==> config.mk <==
export PLATFORM = sky130hd
export DESIGN_NAME = proportional_band_partitioner
export DESIGN_NICKNAME = d
export VERILOG_FILES = /design/src/rtl/pbp_pkg.sv /design/src/rtl/proportional_band_partitioner.sv
export SDC_FILE = /design/constraint.sdc
export NUM_CORES = 1
export LEC_CHECK = 0
export BUFFER_PORTS_ARGS = -buffer_cell sky130_fd_sc_hd__buf_2
export CORE_ASPECT_RATIO = 1.5
export CORE_MARGIN = 2
export CORE_UTILIZATION = 64
export CTS_BUF_LIST = sky130_fd_sc_hd__clkbuf_4 sky130_fd_sc_hd__clkbuf_8 sky130_fd_sc_hd__clkbuf_16
export CTS_CLUSTER_DIAMETER = 60
export DETAILED_ROUTE_END_ITERATION = 10
export GPL_TIMING_DRIVEN = 1
export HOLD_SLACK_MARGIN = 0.06
export MAX_ROUTING_LAYER = met4
export PLACE_DENSITY = 0.81
export SYNTH_ARGS = -nofsm -noshare
export SYNTH_HDL_FRONTEND = slang
export SYNTH_SLANG_ARGS = --single-unit
==> constraint.sdc <==
create_clock -name i_clk -period 8.4 [get_ports i_clk]
set_input_delay 0.42 -clock i_clk [delete_from_list [all_inputs] [get_ports i_clk]]
set_output_delay 0.42 -clock i_clk [all_outputs]
set_load 0.02 [all_outputs]
==> src/rtl/pbp_pkg.sv <==
package pbp_pkg;

    // Field widths
    localparam int SLOT_W  = 3;
    localparam int REQ_W   = 16;
    localparam int BAND_W  = 8;
    localparam int NCNT_W  = 4;
    localparam int CFG_W   = 8;
    localparam int CIDX_W  = 2;

    // Sum of up to fifteen requests, and band count times that sum
    localparam int TOT_W   = REQ_W + NCNT_W;
    localparam int PROD_W  = BAND_W + TOT_W;

    // Configuration register indexes
    localparam logic [CIDX_W-1:0] CFG_BAND_COUNT = 2'd0;
    localparam logic [CIDX_W-1:0] CFG_NODE_COUNT = 2'd1;
    localparam logic [CIDX_W-1:0] CFG_OWN_SLOT   = 2'd2;

    typedef struct packed {
        logic [SLOT_W-1:0] node_slot;
        logic [REQ_W-1:0]  request_blocks;
    } t_req;

    typedef struct packed {
        logic [SLOT_W-1:0] grant_slot;
        logic [BAND_W-1:0] first_band;
        logic [BAND_W-1:0] block_count;
        logic              is_local;
        logic              last;
    } t_grant;

endpackage

==> src/rtl/proportional_band_partitioner.sv <==
// Proportional band partitioner. Each start transfer taken while busy is low
// stores one node request; a request for a slot in use then keeps busy high for
// 1 cycle, and a request for a slot not in use is dropped without raising busy.
// The transfer that completes a round (every slot below node_count has
// reported) starts a partition that keeps busy high until its last result is
// given. The work goes to one shared datapath: a rank pass of n compare-and-add
// steps per slot, n being the slots in use, and two 8-step restoring divisions
// per slot, one quotient bit per cycle. One result per slot is given in slot
// order, each on o_grant for a single cycle marked by o_valid; the receiver
// cannot stall and must take every result as it comes. Configuration is
// sampled when a partition begins.
module proportional_band_partitioner #(
    parameter int MAX_NODES = 8,
    parameter int MAX_BANDS = 128
) (
    input  logic                        i_clk,
    input  logic                        i_rst_n,
    input  logic                        start,
    output logic                        busy,
    input  pbp_pkg::t_req               i_req,
    output logic                        o_valid,
    output pbp_pkg::t_grant             o_grant,
    input  logic                        i_cfg_we,
    input  logic [pbp_pkg::CIDX_W-1:0]  i_cfg_idx,
    input  logic [pbp_pkg::CFG_W-1:0]   i_cfg_wdata
);
    import pbp_pkg::*;

    localparam int SW = (MAX_NODES > 1) ? $clog2(MAX_NODES) : 1;
    localparam int KW = $clog2(BAND_W);
    localparam logic [6:0] NodeCap = 7'(MAX_NODES);
    localparam logic [8:0] BandCap = 9'(MAX_BANDS);

    localparam logic [2:0] S_IDLE  = 3'd0;
    localparam logic [2:0] S_CHECK = 3'd1;
    localparam logic [2:0] S_SUM   = 3'd2;
    localparam logic [2:0] S_LOAD  = 3'd3;
    localparam logic [2:0] S_RANK  = 3'd4;
    localparam logic [2:0] S_MUL   = 3'd5;
    localparam logic [2:0] S_DIV   = 3'd6;
    localparam logic [2:0] S_EMIT  = 3'd7;

    // Configuration registers
    logic [BAND_W-1:0] r_band_count;
    logic [NCNT_W-1:0] r_node_count;
    logic [SLOT_W-1:0] r_own_slot;

    // Request store and round flags
    logic [REQ_W-1:0]     r_req [MAX_NODES];
    logic [MAX_NODES-1:0] r_seen;

    // Sequencer
    logic [2:0]        r_state, n_state;
    logic [NCNT_W-1:0] r_i, n_i;
    logic [NCNT_W-1:0] r_j, n_j;
    logic [KW-1:0]     r_k, n_k;
    logic              r_phase, n_phase;
    logic              r_valid, n_valid;

    // Datapath
    logic [PROD_W-1:0] r_rem, n_rem;
    logic [PROD_W-1:0] r_dsr, n_dsr;
    logic [BAND_W-1:0] r_q, n_q;
    logic [BAND_W-1:0] r_fhi, n_fhi;
    logic [BAND_W-1:0] r_flo, n_flo;
    logic [TOT_W-1:0]  r_total, n_total;
    logic              r_nz, n_nz;
    logic [TOT_W-1:0]  r_prefix, n_prefix;
    logic [REQ_W-1:0]  r_wi, n_wi;
    logic [BAND_W-1:0] r_start, n_start;
    logic [BAND_W-1:0] r_bands, n_bands;
    logic [NCNT_W-1:0] r_n, n_n;
    logic [SLOT_W-1:0] r_own, n_own;
    t_grant            r_grant, n_grant;

    logic              accept;
    logic              slot_ok;
    logic              round_done;
    logic [NCNT_W-1:0] node_eff;
    logic [BAND_W-1:0] band_eff;
    logic [SW-1:0]     rd_addr;
    logic [REQ_W-1:0]  rd_data;
    logic [REQ_W-1:0]  rd_weight;
    logic              ge;
    logic [BAND_W-1:0] q_shift;
    logic [BAND_W-1:0] cnt;
    logic [TOT_W-1:0]  mul_op;
    logic [BAND_W-1:0] end_band;

    assign busy    = (r_state != S_IDLE);
    assign o_valid = r_valid;
    assign o_grant = r_grant;
    assign accept  = start && !busy;

    // Clamp node and band counts to their usable range
    always_comb begin
        if (r_node_count == '0) begin
            node_eff = NCNT_W'(1);
        end else if ({3'b000, r_node_count} > NodeCap) begin
            node_eff = NCNT_W'(MAX_NODES);
        end else begin
            node_eff = r_node_count;
        end
        if ({1'b0, r_band_count} > BandCap) begin
            band_eff = BandCap[BAND_W-1:0];
        end else begin
            band_eff = r_band_count;
        end
    end

    assign slot_ok = ({1'b0, i_req.node_slot} < node_eff);

    // Round is complete when no slot in use is missing
    always_comb begin
        round_done = 1'b1;
        for (int k = 0; k < MAX_NODES; k++) begin
            if (k < int'(node_eff) && !r_seen[k]) begin
                round_done = 1'b0;
            end
        end
    end

    // Single read port of the request store
    assign rd_addr   = (r_state == S_LOAD) ? SW'(r_i) : SW'(r_j);
    assign rd_data   = r_req[rd_addr];
    assign rd_weight = r_nz ? rd_data : REQ_W'(1);

    // Shared divider step and run length
    assign ge       = (r_rem >= r_dsr);
    assign q_shift  = {r_q[BAND_W-2:0], ge};
    assign cnt      = r_fhi - r_flo;
    assign mul_op   = r_phase ? (r_prefix - TOT_W'(r_wi)) : r_prefix;
    assign end_band = r_grant.first_band + r_grant.block_count;

    // Sequencer and datapath next state
    always_comb begin
        n_state  = r_state;
        n_i      = r_i;
        n_j      = r_j;
        n_k      = r_k;
        n_phase  = r_phase;
        n_valid  = 1'b0;
        n_rem    = r_rem;
        n_dsr    = r_dsr;
        n_q      = r_q;
        n_fhi    = r_fhi;
        n_flo    = r_flo;
        n_total  = r_total;
        n_nz     = r_nz;
        n_prefix = r_prefix;
        n_wi     = r_wi;
        n_start  = r_start;
        n_bands  = r_bands;
        n_n      = r_n;
        n_own    = r_own;
        n_grant  = r_grant;
        case (r_state)
            S_IDLE: begin
                if (accept && slot_ok) begin
                    n_state = S_CHECK;
                end
            end
            S_CHECK: begin
                // Latch configuration for the whole partition
                if (round_done) begin
                    n_bands = band_eff;
                    n_n     = node_eff;
                    n_own   = r_own_slot;
                    n_j     = '0;
                    n_total = '0;
                    n_nz    = 1'b0;
                    n_state = S_SUM;
                end else begin
                    n_state = S_IDLE;
                end
            end
            S_SUM: begin
                // Accumulate total; fall back to equal weights on all zero
                n_total = r_total + TOT_W'(rd_data);
                n_nz    = r_nz || (rd_data != '0);
                n_j     = r_j + 1'b1;
                if (r_j == r_n - 1'b1) begin
                    if (!n_nz) begin
                        n_total = TOT_W'(r_n);
                    end
                    n_i     = '0;
                    n_start = '0;
                    n_state = S_LOAD;
                end
            end
            S_LOAD: begin
                n_wi     = rd_weight;
                n_j      = '0;
                n_prefix = '0;
                n_phase  = 1'b0;
                n_state  = S_RANK;
            end
            S_RANK: begin
                // Add weights of slots sorted at or before this one
                if (rd_weight < r_wi || (rd_weight == r_wi && r_j <= r_i)) begin
                    n_prefix = r_prefix + TOT_W'(rd_weight);
                end
                n_j = r_j + 1'b1;
                if (r_j == r_n - 1'b1) begin
                    n_state = S_MUL;
                end
            end
            S_MUL: begin
                n_rem   = PROD_W'(r_bands) * PROD_W'(mul_op);
                n_dsr   = PROD_W'(r_total) << (BAND_W - 1);
                n_q     = '0;
                n_k     = KW'(BAND_W - 1);
                n_state = S_DIV;
            end
            S_DIV: begin
                // One quotient bit per cycle
                if (ge) begin
                    n_rem = r_rem - r_dsr;
                end
                n_q   = q_shift;
                n_dsr = r_dsr >> 1;
                n_k   = r_k - 1'b1;
                if (r_k == '0) begin
                    if (r_phase) begin
                        n_flo   = q_shift;
                        n_state = S_EMIT;
                    end else begin
                        n_fhi   = q_shift;
                        n_phase = 1'b1;
                        n_state = S_MUL;
                    end
                end
            end
            S_EMIT: begin
                n_grant.grant_slot  = r_i[SLOT_W-1:0];
                n_grant.first_band  = r_start;
                n_grant.block_count = cnt;
                n_grant.is_local    = (r_i == {1'b0, r_own});
                n_grant.last        = (r_i == r_n - 1'b1);
                n_valid             = 1'b1;
                n_start             = r_start + cnt;
                if (r_i == r_n - 1'b1) begin
                    n_state = S_IDLE;
                end else begin
                    n_i     = r_i + 1'b1;
                    n_state = S_LOAD;
                end
            end
            default: begin
                n_state = S_IDLE;
            end
        endcase
    end

    // Control registers, configuration, request store
    always_ff @(posedge i_clk) begin
        if (!i_rst_n) begin
            r_state      <= S_IDLE;
            r_i          <= '0;
            r_j          <= '0;
            r_k          <= '0;
            r_phase      <= 1'b0;
            r_valid      <= 1'b0;
            r_seen       <= '0;
            r_band_count <= BAND_W'(100);
            r_node_count <= NCNT_W'(8);
            r_own_slot   <= '0;
            for (int k = 0; k < MAX_NODES; k++) begin
                r_req[k] <= '0;
            end
        end else begin
            r_state <= n_state;
            r_i     <= n_i;
            r_j     <= n_j;
            r_k     <= n_k;
            r_phase <= n_phase;
            r_valid <= n_valid;
            // Store the request of a slot in use
            if (accept && slot_ok) begin
                r_req[SW'(i_req.node_slot)]  <= i_req.request_blocks;
                r_seen[SW'(i_req.node_slot)] <= 1'b1;
            end
            // Drop all flags once the round is complete
            if (r_state == S_CHECK && round_done) begin
                r_seen <= '0;
            end
            if (i_cfg_we) begin
                case (i_cfg_idx)
                    CFG_BAND_COUNT: r_band_count <= i_cfg_wdata;
                    CFG_NODE_COUNT: r_node_count <= i_cfg_wdata[NCNT_W-1:0];
                    CFG_OWN_SLOT:   r_own_slot   <= i_cfg_wdata[SLOT_W-1:0];
                    default: ;
                endcase
            end
        end
    end

    // Datapath registers
    always_ff @(posedge i_clk) begin
        r_rem    <= n_rem;
        r_dsr    <= n_dsr;
        r_q      <= n_q;
        r_fhi    <= n_fhi;
        r_flo    <= n_flo;
        r_total  <= n_total;
        r_nz     <= n_nz;
        r_prefix <= n_prefix;
        r_wi     <= n_wi;
        r_start  <= n_start;
        r_bands  <= n_bands;
        r_n      <= n_n;
        r_own    <= n_own;
        r_grant  <= n_grant;
    end

    // A result strobe follows only the emit step
    a_valid_from_emit: assert property (@(posedge i_clk) disable iff (!i_rst_n)
        r_valid |-> $past(r_state) == S_EMIT)
        else $error("result strobe without emit step");

    // The runs of one partition cover exactly the bands in use
    a_runs_cover_bands: assert property (@(posedge i_clk) disable iff (!i_rst_n)
        (r_valid && r_grant.last) |-> (end_band == r_bands && r_state == S_IDLE))
        else $error("final run does not end at band count");

    // Division leaves a remainder below the divisor
    a_div_remainder: assert property (@(posedge i_clk) disable iff (!i_rst_n)
        ($past(r_state) == S_DIV && (r_state == S_MUL || r_state == S_EMIT))
        |-> r_rem < PROD_W'(r_total))
        else $error("divider remainder out of range");

    // A completed round clears every received flag
    a_seen_cleared: assert property (@(posedge i_clk) disable iff (!i_rst_n)
        ($past(r_state) == S_CHECK && r_state == S_SUM) |-> r_seen == '0)
        else $error("received flags not cleared at partition start");

endmodule
; Yosys cells after proc, flatten, opt, wreduce, memory -nomap -nowiden
; Memory sizes are Yosys's and may differ from the RTL's.
; Cells that the tools add are included.
; W data, S select, Z words.
[word_totals]
regBits = 219
latch_bits = 0
ram_bits = 128
rom_bits = 0
input_bits = 33
mem_count = 1
[memory_table]
columns = memory, depth, width, read_ports, rd_ports_with_merged_regs, write_ports, line
row1 = r_req, 8, 16, 1, 0, 8, proportional_band_partitioner.sv:49  ; logic [REQ_W-1:0] r_req [MAX_NODES];
[op_classes]
n_addsub = 10
multipliers = 1
div_mod_pow = 0
magnitude_cmp = 16
eq_ne = 21
shift = 0
n_mux = 53
bitwise = 3
n_reduce_logical = 53
[ops]
columns = operator, n
row1 = $pmux W28 S2, 2
row2 = $mux W20, 5
row3 = $pmux W20 S2, 2
row4 = $add A20 B16 Y20, 2
row5 = $mux W16, 2
row6 = $ge A28 B28 Y1, 1
row7 = $mul A8 B20 Y28, 1
row8 = $mux W28, 1
row9 = $sub A28 B28 Y28, 1
row10 = $pmux W3 S8, 1
row11 = $mux W4, 5
row12 = $reduce_and A2 Y1, 10
row13 = $sub A20 B16 Y20, 1
row14 = $mux W3, 6
row15 = $mux W1, 17
row16 = $eq A16 B16 Y1, 1
row17 = $lt A16 B16 Y1, 1
row18 = $lt A3 B4 Y1 const A, 4
row19 = $ne A2 B2 Y1 const B, 8
row20 = $pmux W8 S2, 1
row21 = $reduce_bool A16 Y1, 1
row22 = $reduce_or A16 Y1, 1
row23 = $pmux W7 S2, 1
row24 = $logic_and A1 B1 Y1, 13
row25 = 39 further kinds, 69

; Depth between registers and ports, before layout
; Gate-level depths: netlist of the first run.
[depth]
depth_word = 15
ltp_mapped = 31
mapped_depth_nobuf = 31

; Worst setup path before layout of the first run
; OpenSTA, ideal clock, no wires.
[synth_timing]
path_type = register to register
startpoint = register r_prefix[0]
endpoint = register r_rem[27] (data pin)
arrival_time_ps = 6825
required_ps = 8129
path_slack_ps = 1303
stages_incl_launch_ff = 31
period_less_slack_ps = 7097
path_cell_list = edfxtp_1 inv_1 ha_1 inv_1 fa_1 a21o_1 a21oi_1 o21bai_1 a21oi_1 o211ai_1 nand4_1 a21oi_1 clkbuf_1 clkbuf_1 o311ai_0 fa_1 fa_1 fa_1 inv_1 fa_1 inv_1 ha_1 a21o_1 a21oi_1 o21bai_1 a21o_1 a21o_1 a31o_2 a41oi_1 mux2i_1 o22ai_1
[synth_between]
elab_chain_len = 4
[synth_rtl]
columns = element, line
row1 = from (decl), proportional_band_partitioner.sv:68  ; logic [TOT_W-1:0] r_prefix, n_prefix;
row2 = from (signal assigned), proportional_band_partitioner.sv:307  ; r_prefix <= n_prefix;
row3 = $sub A20 B16 Y20, proportional_band_partitioner.sv:132  ; assign mul_op = r_phase ? (r_prefix - TOT_W'(r_wi)) : r_prefix;
row4 = $mux W20 *, proportional_band_partitioner.sv:132
row5 = $mul A8 B20 Y28 *, proportional_band_partitioner.sv:209  ; n_rem = PROD_W'(r_bands) * PROD_W'(mul_op);
row6 = $pmux W28 S2 *, proportional_band_partitioner.sv:157  ; case (r_state)
row7 = via n_rem[27], proportional_band_partitioner.sv:61  ; logic [PROD_W-1:0] r_rem, n_rem;
row8 = to (signal assigned), proportional_band_partitioner.sv:300  ; r_rem <= n_rem;
row9 = to (decl), proportional_band_partitioner.sv:61
; The timed path passes the listed nets; every way through them passes the cells marked *.
; A chain may end at the register's enable or synchronous reset.

; Worst setup path after layout of the first run
[layout_timing]
startpoint = register r_prefix[0]
endpoint = register r_rem[26] (data pin)
; Same word-level chain as after synthesis.

==> results of run 1 <==
==> per-layer routing <==
metal  track usage [%]  share of wire [%]  vias to the layer above
li1                  -                  -                     8580
met1              32.6                 35                     9040
met2              56.4                 53                      631
met3              3.19                4.7                      220
met4              19.1                6.6                        0
met5                 -                  0                        -
==> path summary, 6_finish.rpt <==
path                        from               to  slack (ns)  depth (start not counted)
setup reg to reg     r_prefix[0]        r_rem[26]        0.61                         28
hold / removal    i_cfg_wdata[5]  r_band_count[5]        0.13                          3
setup / recovery     r_prefix[0]        r_rem[26]        0.61                         28
hold reg to reg    r_own_slot[0]         r_own[0]        0.45                          0
==> layout by cell type, fill, tap and decap left out, drive strengths merged, types with 58 or more instances in the layout <==
master  instances
a21oi         103
and2          136
buf            90
edfxtp        307
fa            114
ha            164
inv           211
mux2i          58
nand2         141
nand3          61
nor2          145
nor2b         147
o21ai          93
xnor2          59
==> state kept, by name (all words and copies together), names as in the netlist, 4 cells and up <==
name,count
r_start,8
r_prefix,20
r_node_count,4
r_flo,8
r_dsr,27
r_j,4
r_fhi,8
r_total,20
r_wi,16
r_band_count,8
r_bands,8
r_rem,28
r_q,7
r_seen,8
r_n,4
o_grant,21
r_i,4
r_req,128
==> final cells by class <==
cell class | count | area [um2]
Antenna cell | 1 | 2.50
Clock buffer | 46 | 971
Sequential cell | 346 | 10000
Clock inverter | 16 | 153
Tap cell | 495 | 619
Timing Repair Buffer | 90 | 538
Fill cell | 2788 | 11600
Inverter | 211 | 792
Multi-Input combinational cell | 1753 | 14000
==> per-stage QoR <==
stage | instances | total power, mW | util, % | worst slack [ns]
2_1_floorplan | 2407 | 2.05 | - | 1.30
5_1_grt | 2958 | 3.71 | 70.0 | 0.0555
6_report | 2958 | 3.62 | 70.0 | 0.609
4_1_cts | 2957 | 3.63 | 70.0 | 0.361
3_5_place_dp | 2895 | 2.11 | 67.1 | 0.379
3_3_place_gp | 2895 | 2.10 | 67.1 | 0.708
==> worst max-delay path, delay by kind of cell, from the launching register on <==
kind	cells	cell delay, ns
muxes	2	0.64
xor gates and xnor gates	1	0.08
AOI/OAI and AO/OA	12	2.81
adders and majority gates	7	3.03
buffers and inverters	4	0.25
and+or+nand+nor	2	0.33
DFF	1	0.41
==> power breakdown <==
group / switching, mW / internal [mW]
Sequential: 0.0153 / 1.89
Combinational: 0.104 / 0.0648
Clock: 0.659 / 0.885
Total: 0.778 / 2.84
==> cell families (layout without fill, tap and decap cells) <==
| family | Yosys count | after routing | share of synthesized area, % |
|---|---|---|---|
| multiplexers | 97 | 97 | 5.36 |
| adder cells (fa/ha/maj) | 278 | 278 | 17.3 |
| AO/OA/AOI/OAI | 414 | 414 | 10.8 |
| XOR/XNOR | 105 | 105 | 3.66 |
| flip-flops | 346 | 346 | 39.8 |
| AND/OR/NAND/NOR | 859 | 859 | 18.4 |
| other | 0 | 1 | 0 |
| buffers and inverters | 308 | 363 | 4.76 |
==> repair_timing <==
action                                 CTS  global route
endpoints found under the hold margin    0             0
setup endpoints to repair                0             4
resized for setup                        0             1
==> results by stage, run 1 <==
Global routing:
- The via count of the first global-routing pass is 19282.
- The largest net degree at the start of global routing is 80.
- The aggregate global routing overflow is 0.
- For this run, the total global-route usage over all layers was measured as 31.1%.
- The initial antenna violation count is 1.
- The global-route wire length before repair is 98.1 mm.

Detailed routing:
- In the routed layout, each cell is associated on average with a via count of 6.24.
- The pre-antenna-repair detailed-routing pass consisted of 7 iterations.
- The number of DRC markers in iteration 0 is 1204.
- After detailed routing, the number of remaining DRC violations is 0.
- The via count of the routed design is roughly 18000.
- Once detail routing completed, the nets flagged for antenna violations numbered 0.
- The post-detailed-route wirelength per cell is 20.7 um.
- The final layout contains routed wiring with a total length of 61.2 mm.

Cells and area:
- The post-route netlist has under 10% of its cells at a drive strength greater than 1.
- At the end of the flow, the number of nets in the layout was 2747.
- After routing the design area is 27100 um2.
- The area growth from synthesis to layout is 7.72%.

Die:
- The number of rows in the core area is 88.
- The die is between 200 and 250 um tall.
- Once the floorplan was initialized, standard cells occupied between 60% and 70% of the core.
- Measured along the x axis, the die boundary spans 166 um.
- The region available for standard cell placement spans approximately 39000 um2.
- The area of the die is 40900 um2.
- In this run the count of I/O pins placed on the die edge is 56.

Synthesis:
- The cell count after synthesis is 2407.
- The commonest cells after synthesis are 307 x sky130_fd_sc_hd__edfxtp_1, 208 x sky130_fd_sc_hd__inv_1, 164 x sky130_fd_sc_hd__ha_1, 147 x sky130_fd_sc_hd__nor2b_1, 145 x sky130_fd_sc_hd__nor2_1.
- The proportion of synthesized chip area in sequential cells is 39.8%.
- The synthesized netlist net count is around 2700.
- After synthesis the cells add up to between 20000 and 30000 um2.
- During synthesis, Yosys emitted a total of 0 warnings.
- A synthesized cell averages about 10 um2.
- The count of unique library cells instantiated by Yosys is 74.
- In this run, synthesis inferred 307 flip-flops with an integrated enable.
- Among all flip-flop cells after synthesis, the most frequent one is sky130_fd_sc_hd__edfxtp_1.
- The share of async-settable or async-resettable flops after synthesis is 0%.
- The most frequent cell after synthesis is sky130_fd_sc_hd__edfxtp_1.
- The synthesized design contains 346 register bits.
- After synthesis, the cell types taking the most area are sky130_fd_sc_hd__edfxtp_1 37%, sky130_fd_sc_hd__fa_1 9.1%, sky130_fd_sc_hd__ha_1 8.2%.
- The cell type contributing the most total cell area after synthesis is sky130_fd_sc_hd__edfxtp_1.
- Of the post-synthesis cell area, the dominant cell type holds 36.7%.

Critical path:
- The dominant cell type by count on the critical path is sky130_fd_sc_hd__fa_1.
- By startpoint and endpoint, the worst setup path is classified as reg2reg.
- At the worst endpoint, the arrival time is a little over 8 ns.
- Of all nets on the critical path, the largest fanout is 8.
- The element type at the critical path start is a flip-flop.
- For this design, the slowest cell found on the critical path is sky130_fd_sc_hd__fa_1.
- The highest cell delay on the worst timing path is between 0.5 and 0.6 ns.
- The worst setup path is captured at a flip-flop.
- STA puts the critical path data required time at 8.69 ns.

Power and ir drop:
- For this design the static power due to leakage is ~12 nW.
- For this design the ratio of total power to cell area is 134 nW/um2.
- IR analysis of the VDD net gives a maximum drop of between 0.2 and 0.25 mV.

Clock tree:
- The number of setup buffers added after CTS is 0.
- The clock passes through at most 3 buffers.
- The CTS sink count is about 350.
- Clock tree synthesis inserted a total of 34 buffers.
- The depth of the CTS H-tree is 2.
- In this run, post-CTS hold repair placed 0 buffers.
- The cell at the root of the clock tree is sky130_fd_sc_hd__clkbuf_16.
- The clock edge transition at the registers on the reported setup and hold paths is 0.06 ns.
- The clock latency of the later-clocked register in the worst-skew pair is 0.54 ns.
- TritonCTS built the clock tree.

Placed design:
- Port buffering added between 50 and 60 buffers.
- The congestion estimate from routability-driven global placement came to 0.930.
- The total cell area at the placement stage is 25900 um2.
- Detailed placement finished with a half-perimeter wire length of 45.0 mm.

Run:
- Across the run, the number of max-cap violations was 0.

Run status:
- The flow ran to the end, and the final reports show no timing, DRC or antenna violations.

Timing:
- The remaining max-slew budget at the tightest pin is approximately a quarter.
- The final period demand of the worst path is 7.79 ns.
- Setup repair after global routing left no endpoint under its margin.
- Hold timing on the final database bottoms out at a slack of 0.133 ns.
- The maximum clock frequency is approximately 130 MHz.
- The portion of the clock cycle consumed by the worst path in the final layout is 92.8%.
- The post-route clock skew is between 0.02 and 0.025 ns.
- The count of pins over their slew limit was 0.
- Setup violations remaining at the end of the flow were counted as 0.
- For the final routed database, the setup TNS stands at 0 ns.
- At the pin with the least slew margin, the transition time is 1.10 ns.
- The number of failing hold endpoints at the final stage was 0.

Min path:
- In this run the worst hold path is classified as in2reg.
Note: power is estimated with default switching activity, not from simulation.
==> inputs of run 2 (changes only) <==
--- a/config.mk
+++ b/config.mk
@@ -7,15 +7,15 @@
 export LEC_CHECK = 0
 export BUFFER_PORTS_ARGS = -buffer_cell sky130_fd_sc_hd__buf_2
 export CORE_ASPECT_RATIO = 1.5
-export CORE_MARGIN = 2
-export CORE_UTILIZATION = 64
+export CORE_MARGIN = 4
+export CORE_UTILIZATION = 60
 export CTS_BUF_LIST = sky130_fd_sc_hd__clkbuf_4 sky130_fd_sc_hd__clkbuf_8 sky130_fd_sc_hd__clkbuf_16
 export CTS_CLUSTER_DIAMETER = 60
 export DETAILED_ROUTE_END_ITERATION = 10
 export GPL_TIMING_DRIVEN = 1
 export HOLD_SLACK_MARGIN = 0.06
 export MAX_ROUTING_LAYER = met4
-export PLACE_DENSITY = 0.81
+export PLACE_DENSITY = 0.77
 export SYNTH_ARGS = -nofsm -noshare
 export SYNTH_HDL_FRONTEND = slang
 export SYNTH_SLANG_ARGS = --single-unit
==> results by stage, run 2 (synthesis gave the netlist of run 1 again) <==
Timing:
- The maximum clock frequency is 126 MHz (-1.6%).
- The count of final setup violators is 0 (unchanged).
- The number of failing hold endpoints at the final stage was 0 (unchanged).
- The slew at the pin closest to its max-slew limit was 1.06 ns (-0.0348 ns).
- The portion of the clock cycle consumed by the worst path in the final layout was 94.2% (+1.5 points).
- The final period demand of the worst path is 7.91 ns (+0.123 ns).
- The setup slack of the critical path after layout was 0.485 ns (-0.123 ns).
- The remaining max-slew budget at the tightest pin was 29.1% (+3.9 points).
- Setup repair after global routing left no endpoint under its margin.
- The worst hold slack after final layout came to 0.134 ns (+0.000748 ns).
- The post-route setup TNS is 0 ns (unchanged).
- The count of pins over their slew limit was 0 (unchanged).
- The post-route clock skew is 0.0327 ns (+0.00956 ns).

Die:
- The initial core utilization is 61.0% (-4.1 points).
- The number of rows in the core area is 91 (+3.4%).
- The vertical die dimension was 259 um (+4.8%).
- The boundary pin count is 56 (unchanged).
- The area of the die came to 45300 um2 (+11%).
- The placeable core area is 41200 um2 (+6.6%).
- The die extent in x is 175 um (+5.6%).

Critical path:
- The register-to-register path setup slack is 0.49 ns (-0.12 ns).
- The cell type of the slowest stage on the worst timing path is sky130_fd_sc_hd__mux2i_1.
- The element type at the critical path start is a flip-flop.
- The highest cell delay on the worst timing path is 0.66 ns (+0.10 ns).
- The combined buffer and inverter count along the critical path is 2 (-2).
- The critical-path maximum fanout is 8 (unchanged).
- The signal arrival time at the worst endpoint is 8.20 ns (+0.12 ns).
- The cell class contributing the biggest share of worst-path delay is compound AO/OA/AOI/OAI gates.
- The worst endpoint required time was 8.68 ns (about the same).
- By startpoint and endpoint, the worst setup path is classified as reg2reg.
- The endpoint type of the worst setup path is a flip-flop.

Clock tree:
- The CTS sink count is 346 (unchanged).
- The clock latency of the later-clocked register in the worst-skew pair is 0.54 ns (about the same).
- The clock edge transition at the registers on the reported setup and hold paths is 0.06 ns (about the same).
- TritonCTS built the clock tree.
- The cell sitting at the root of the clock tree is a sky130_fd_sc_hd__clkbuf_16.
- The number of buffers inserted to repair setup after CTS came to 0 (unchanged).
- The maximum number of buffers from clock root to sink is 3 (unchanged).
- The number of buffers added by the clock tree synthesis step was 35 (+2.9%).
- The depth of the CTS H-tree was 2 (unchanged).

Run:
- The count of max-cap constraint violations is 0 (unchanged).

Detailed routing:
- The post-detailed-route wirelength per cell is 20.4 um (-1.5%).
- The remaining number of nets flagged by the antenna check after routing is 0 (unchanged).
- The number of DRC markers in iteration 0 came to 1217 (+1.1%).
- The number of remaining DRC errors is 0 (unchanged).
- The total detailed-routing wirelength is 61.6 mm (+0.63%).
- The via count of the routed design is 18317 (-0.83%).
- The number of iterations in the first detailed-routing pass is 5 (-2).
- The average vias per placed instance is 6.06 (-2.9%).

Placed design:
- The total half-perimeter wirelength after legalization and detailed placement was 45.2 mm (+0.39%).
- The total cell area at the placement stage is 26000 um2 (+0.38%).
- The final estimated routing congestion in global placement is 0.917 (-1.4%).
- The pre-CTS worst setup slack is 0.489 ns (+0.111 ns).
- The number of input and output port buffers inserted was 55 (unchanged).

Cells and area:
- The number of flip-flops under the largest register name is 128 (unchanged).
- Leaving out fill and tap cells, the most frequent cells in the layout are 307 x sky130_fd_sc_hd__edfxtp_1, 208 x sky130_fd_sc_hd__inv_1, 164 x sky130_fd_sc_hd__ha_1.
- The register with the most flip-flops in the final layout is r_req.
- The fraction of final layout cells sized beyond drive strength 1 is 8.49% (-0.081 points).
- The most common cell after layout, fill and taps aside is sky130_fd_sc_hd__edfxtp_1.
- The area of all placed cells without fillers is 27200 um2 (+0.38%).
- The count of filler cells inserted in the layout is 3255 (+17%).
- The final standard cell utilization of the core was 65.9% (-4.1 points).
- The number of nets in the layout is 2749 (+0.073%).
- The synthesis-to-finish area growth is 8.13%.
- In the final layout, the registers with the most flip-flops are r_req x128, r_rem x28, r_dsr x27.

Global routing:
- The largest net degree at the start of global routing came to 80 (unchanged).
- The global-route wire length before repair is 98.9 mm (+0.87%).
- The initial antenna violation count is 1 (unchanged).
- The aggregate global routing overflow is 0 (unchanged).
- The via count of the first global-routing pass is 19231 (-0.26%).
- The global-route usage over all layers is 28.1% (-3.0 points).

Power and ir drop:
- The static leakage is 11.5 nW (about the same).
- The total power divided by cell area is 133 nW/um2 (-0.74%).
- The peak ir drop on the vdd network is 0.207 mV (-9.1%).
- The sequential fraction of design power is 52.9% (+0.2 points).
- The net switching power figure is 789 uW (+1.4%).
- The internal power contribution came to 2.82 mW (-0.84%).
- The fraction of power consumed by combinational cells is 4.7% (about the same).
- The power share of the clock group was 42.5% (-0.2 points).
- The switching share of total power is 21.9% (+0.38 points).

Run status:
- The flow ran to the end, and the final reports show no timing, DRC or antenna violations.

Min path:
- The tightest min-delay check is of the in2reg type.
==> run 2: changes by cell type in the layout (fill, tap and decap cells not counted), moves of 2 or more <==
cell	previous run	this run
sky130_fd_sc_hd__clkbuf_4	9	5
sky130_fd_sc_hd__clkinv_1	7	9
sky130_fd_sc_hd__clkinv_2	6	4
sky130_fd_sc_hd__clkinv_8	0	2
==> run 2: through the flow <==
step / cells / power [mW]
2_1_floorplan: 2407 / 2.05
3_3_place_gp: 2959 / 2.10
3_5_place_dp: 2959 / 2.11
4_1_cts: 3020 / 3.63
5_1_grt: 3021 / 3.72
6_report: 3021 / 3.61
==> run 2: layer usage <==
layer | vias up | wire length, um | GRT usage [%]
met2 | 605 | 32900 | 50.8
met3 | 199 | 2880 | 3.04
met4 | 0 | 3220 | 13.5
met1 | 8933 | 22700 | 30.8
li1 | 8580 | - | -
met5 | - | 0 | -
==> run 2: what timing repair did <==
action / 4_1_cts / 5_1_grt
hold buffers: 0 / 0
gates resized for setup: 0 / 1
setup endpoints to repair: 0 / 3
==> run 2: worst paths after layout <==
kind / from / endpoint / depth (start not counted)
worst min-delay path: i_cfg_wdata[6] / r_band_count[6] / 3
worst max register to register: r_prefix[1] / r_rem[20] / 26
worst max-delay path: r_prefix[1] / r_rem[20] / 26
worst min register to register: r_own_slot[0] / r_own[0] / 0
==> run 2: final cells by class <==
type	count	area, um2	share of cell area [%]
clock inverter	18	166	0.613
timing repair buffer	91	558	2.05
inverter	211	792	2.92
antenna	1	2.50	0.00921
sequential	346	10000	36.8
tap	558	698	2.57
multi-input combinational	1753	14000	51.5
clock buffer	43	966	3.56
==> run 2: power groups by stage <==
stage	Combinational (mW)	Clock, mW	Sequential, mW
floorplan	0.109	0	1.94
finish	0.168	1.53	1.91
CTS	0.167	1.56	1.91
global route	0.183	1.63	1.91
global placement	0.161	0	1.94
detailed placement	0.166	0	1.94
==> run 2: worst min-delay path: cells and delay by family <==
kind,cells,cell delay (ns)
and+or+nand+nor,1,0.07
buffers and inverters,1,0.08
muxes,1,0.05
==> inputs of run 3 (changes only) <==
--- a/config.mk
+++ b/config.mk
@@ -5,17 +5,16 @@
 export SDC_FILE = /design/constraint.sdc
 export NUM_CORES = 1
 export LEC_CHECK = 0
-export BUFFER_PORTS_ARGS = -buffer_cell sky130_fd_sc_hd__buf_2
+export BUFFER_PORTS_ARGS = -buffer_cell sky130_fd_sc_hd__clkbuf_2
 export CORE_ASPECT_RATIO = 1.5
 export CORE_MARGIN = 4
-export CORE_UTILIZATION = 60
+export CORE_UTILIZATION = 43
 export CTS_BUF_LIST = sky130_fd_sc_hd__clkbuf_4 sky130_fd_sc_hd__clkbuf_8 sky130_fd_sc_hd__clkbuf_16
 export CTS_CLUSTER_DIAMETER = 60
 export DETAILED_ROUTE_END_ITERATION = 10
 export GPL_TIMING_DRIVEN = 1
 export HOLD_SLACK_MARGIN = 0.06
 export MAX_ROUTING_LAYER = met4
-export PLACE_DENSITY = 0.77
 export SYNTH_ARGS = -nofsm -noshare
 export SYNTH_HDL_FRONTEND = slang
 export SYNTH_SLANG_ARGS = --single-unit
==> results by stage, run 3 (synthesis gave the netlist of run 1 again) <==
Timing:
- The count of pins over their slew limit was 0 (unchanged).
- The count of final setup violators is 0 (unchanged).
- The post-route setup TNS is 0 ns (unchanged).
- Setup repair after global routing left no endpoint under its margin.
- The remaining max-slew budget at the tightest pin was 17.7% (-11 points).
- The post-route clock skew was 0.0309 ns (-0.00175 ns).
- The portion of the clock cycle consumed by the worst path in the final layout was 92.6% (-1.6 points).
- The final period demand of the worst path came to 7.78 ns (-0.137 ns).
- The number of failing hold endpoints at the final stage came to 0 (unchanged).
- The maximum clock frequency is 129 MHz (+1.8%).
- The slew at the pin closest to its max-slew limit is 1.23 ns (+0.171 ns).

Run:
- The count of max-cap constraint violations is 0 (unchanged).

Min path:
- For hold timing, the worst endpoint is r_band_count[5].
- The path class of the lowest-slack min-delay path is in2reg.
- The startpoint identified for the worst hold timing path is i_cfg_wdata[5].
- The instance count along the most critical hold path is 3 (unchanged).

Critical path:
- The critical-path maximum fanout is 8 (unchanged).
- The worst setup path is launched from a flip-flop.
- The highest cell delay on the worst timing path was 0.59 ns (-0.07 ns).
- The classification of the worst setup path is reg2reg.
- The endpoint identified for the worst register-to-register timing path is r_rem[26].
- The register-to-register path setup slack is 0.62 ns (+0.14 ns).
- The signal arrival time at the worst endpoint came to 8.11 ns (-0.09 ns).
- The worst endpoint required time came to 8.73 ns (+0.05 ns).
- The dominant cell type by count on the critical path is sky130_fd_sc_hd__fa_1.
- The worst reg2reg path depth is 28 (+7.7%).
- The worst register-to-register path begins at r_prefix[0].
- The endpoint type of the worst setup path is a flip-flop.
- Among all stages on the critical path, the largest delay is contributed by sky130_fd_sc_hd__o41ai_1.

Clock tree:
- The depth of the CTS H-tree is 2 (unchanged).
- The CTS sink count was 346 (unchanged).
- The number of buffers added by the clock tree synthesis step is 38 (+8.6%).
- The clock latency of the later-clocked register in the worst-skew pair was 0.58 ns (+0.04 ns).
- The cell at the root of the clock tree is sky130_fd_sc_hd__clkbuf_16.
- The clock edge transition at the registers on the reported setup and hold paths is 0.07 ns (about the same).
- The clock tree from TritonCTS is built.
- The maximum number of buffers from clock root to sink was 3 (unchanged).

Die:
- The initial core utilization is 43.4% (-18 points).
- The placeable core area came to 57800 um2 (+40%).
- The vertical die dimension is 304 um (+18%).
- The boundary pin count is 56 (unchanged).
- The die extent in x was 205 um (+17%).
- The number of rows in the core area is 108 (+19%).
- The area of the die is 62400 um2 (+38%).

Placed design:
- The final estimated routing congestion in global placement is 0.900 (-1.9%).
- The number of input and output port buffers inserted was 55 (unchanged).
- The total half-perimeter wirelength after legalization and detailed placement is 47.4 mm (+4.9%).
- The cell count after placement is 3181 (+7.5%).
- The total cell area at the placement stage is 26400 um2 (+1.3%).

Cells and area:
- In the layout the commonest cells are 307 x sky130_fd_sc_hd__edfxtp_1, 208 x sky130_fd_sc_hd__inv_1, 164 x sky130_fd_sc_hd__ha_1.
- The most common cell after layout, fill and taps aside is sky130_fd_sc_hd__edfxtp_1.
- The area of all placed cells without fillers is 27700 um2 (+2.0%).
- The register bank with the most flops is r_req.
- The largest registers in the layout are r_req x128, r_rem x28, r_dsr x27.
- Compared with the post-synthesis result, the final layout area differs by 10.3%.
- The final standard cell utilization of the core is 47.9% (-18 points).
- The final cell count without fillers is 3253 (+7.7%).
- The number of flip-flops under the largest register name came to 128 (unchanged).
- The fraction of final layout cells sized beyond drive strength 1 is 9.11% (+0.62 points).
- The number of nets in the layout was 2763 (+0.51%).

Detailed routing:
- The number of remaining DRC errors is 0 (unchanged).
- The via count of the routed design is 18089 (-1.2%).
- The total detailed-routing wirelength is 63.8 mm (+3.5%).
- The remaining number of nets flagged by the antenna check after routing was 0 (unchanged).
- The number of iterations in the first detailed-routing pass is 5 (unchanged).
- The average vias per placed instance came to 5.56 (-8.3%).
- The number of DRC markers in iteration 0 was 1102 (-9.4%).
- The post-detailed-route wirelength per cell is 19.6 um (-3.9%).

Global routing:
- The global-route usage over all layers was 21.0% (-7.0 points).
- The largest net degree at the start of global routing is 80 (unchanged).
- The initial antenna violation count is 0 (-1).
- The global-route wire length before repair is 101 mm (+2.5%).
- The via count of the first global-routing pass was 18746 (-2.5%).
- The aggregate global routing overflow is 0 (unchanged).

Power and ir drop:
- The peak ir drop on the vdd network is 0.176 mV (-15%).
- The static leakage is 11.7 nW (+1.3%).
- The total power draw is 3.85 mW (+6.7%).
- The switching share of total power is 22.5% (+0.65 points).
- The internal power contribution is 2.98 mW (+5.8%).
- The net switching power figure is 867 uW (+9.9%).
- The total power divided by cell area is 139 nW/um2 (+4.6%).
- The sequential fraction of design power is 49.5% (-3.4 points).
- The fraction of power consumed by combinational cells is 4.4% (-0.3 points).
- The power share of the clock group is 46.1% (+3.6 points).

Run status:
- The run finished with clean final reports.
-- run 3: final cells by class --
| type | instances | area (um2) |
|---|---|---|
| diodes | 1 | 2.50 |
| clock buffers | 42 | 987 |
| clock inverters | 28 | 343 |
| fillers | 5442 | 30100 |
| inverters | 211 | 792 |
| multi-input cells | 1753 | 14000 |
| flip-flops and latches | 346 | 10000 |
| well taps | 770 | 963 |
| repair buffers | 102 | 631 |
-- run 3: critical path, delay by kind of cell, from the launching register on --
family                   cells  cell delay, ns
buffers and inverters        4            0.23
XOR/XNOR                     1            0.10
adder cells (fa/ha/maj)      7            2.96
AO/OA/AOI/OAI               12            2.96
multiplexers                 2            0.51
AND/OR/NAND/NOR              2            0.32
flip-flops                   1            0.43
-- run 3: routing by layer --
metal	track usage, %	part of all wire [%]	vias to the layer above	routed length [um]
li1	-	-	8610	-
met1	23.4	38	8942	24300
met2	37.4	53	392	33900
met3	2.94	4.0	145	2540
met4	8.93	4.8	0	3030
met5	-	0	-	0
-- run 3: power by group through the flow --
| stage | sequential (mW) | clock (mW) | combinational, mW |
|---|---|---|---|
| after floorplan | 1.94 | 0 | 0.109 |
| after global routing | 1.91 | 1.88 | 0.187 |
| final | 1.91 | 1.77 | 0.170 |
| after CTS | 1.90 | 1.81 | 0.171 |
| after global placement | 1.94 | 0 | 0.165 |
| after detailed placement | 1.94 | 0 | 0.170 |
-- run 3: through the flow --
| step | hold slack, ns | setup WS (ns) |
|---|---|---|
| 2_1_floorplan | 0.408 | 1.30 |
| 3_3_place_gp | 0.416 | 0.612 |
| 3_5_place_dp | 0.429 | 0.483 |
| 4_1_cts | 0.0630 | 0.474 |
| 5_1_grt | 0.0820 | 0.0521 |
| 6_report | 0.0842 | 0.623 |
-- run 3: what timing repair did --
| item | in CTS | in global routing |
|---|---|---|
| endpoints found under the hold margin | 1 | 0 |
| hold buffers | 1 | 0 |
| resized for setup | 0 | 2 |
| setup buffers | 0 | 0 |
| setup endpoints to repair | 0 | 3 |
-- run 3: how the worst max path moves through the flow --
| stage | startpoint | endpoint | slack, ns | cells past startpoint |
|---|---|---|---|---|
| 3_5_place_dp | r_prefix[0] | r_rem[26] | 0.48 | 28 |
| 5_1_grt | r_prefix[0] | r_rem[26] | 0.05 | 28 |
| 4_1_cts | r_prefix[0] | r_rem[26] | 0.47 | 28 |
| 2_1_floorplan | r_prefix[0] | r_rem[27] | 1.30 | 30 |
| 3_3_place_gp | r_prefix[0] | r_rem[26] | 0.61 | 28 |
| 6_report | r_prefix[0] | r_rem[26] | 0.62 | 28 |
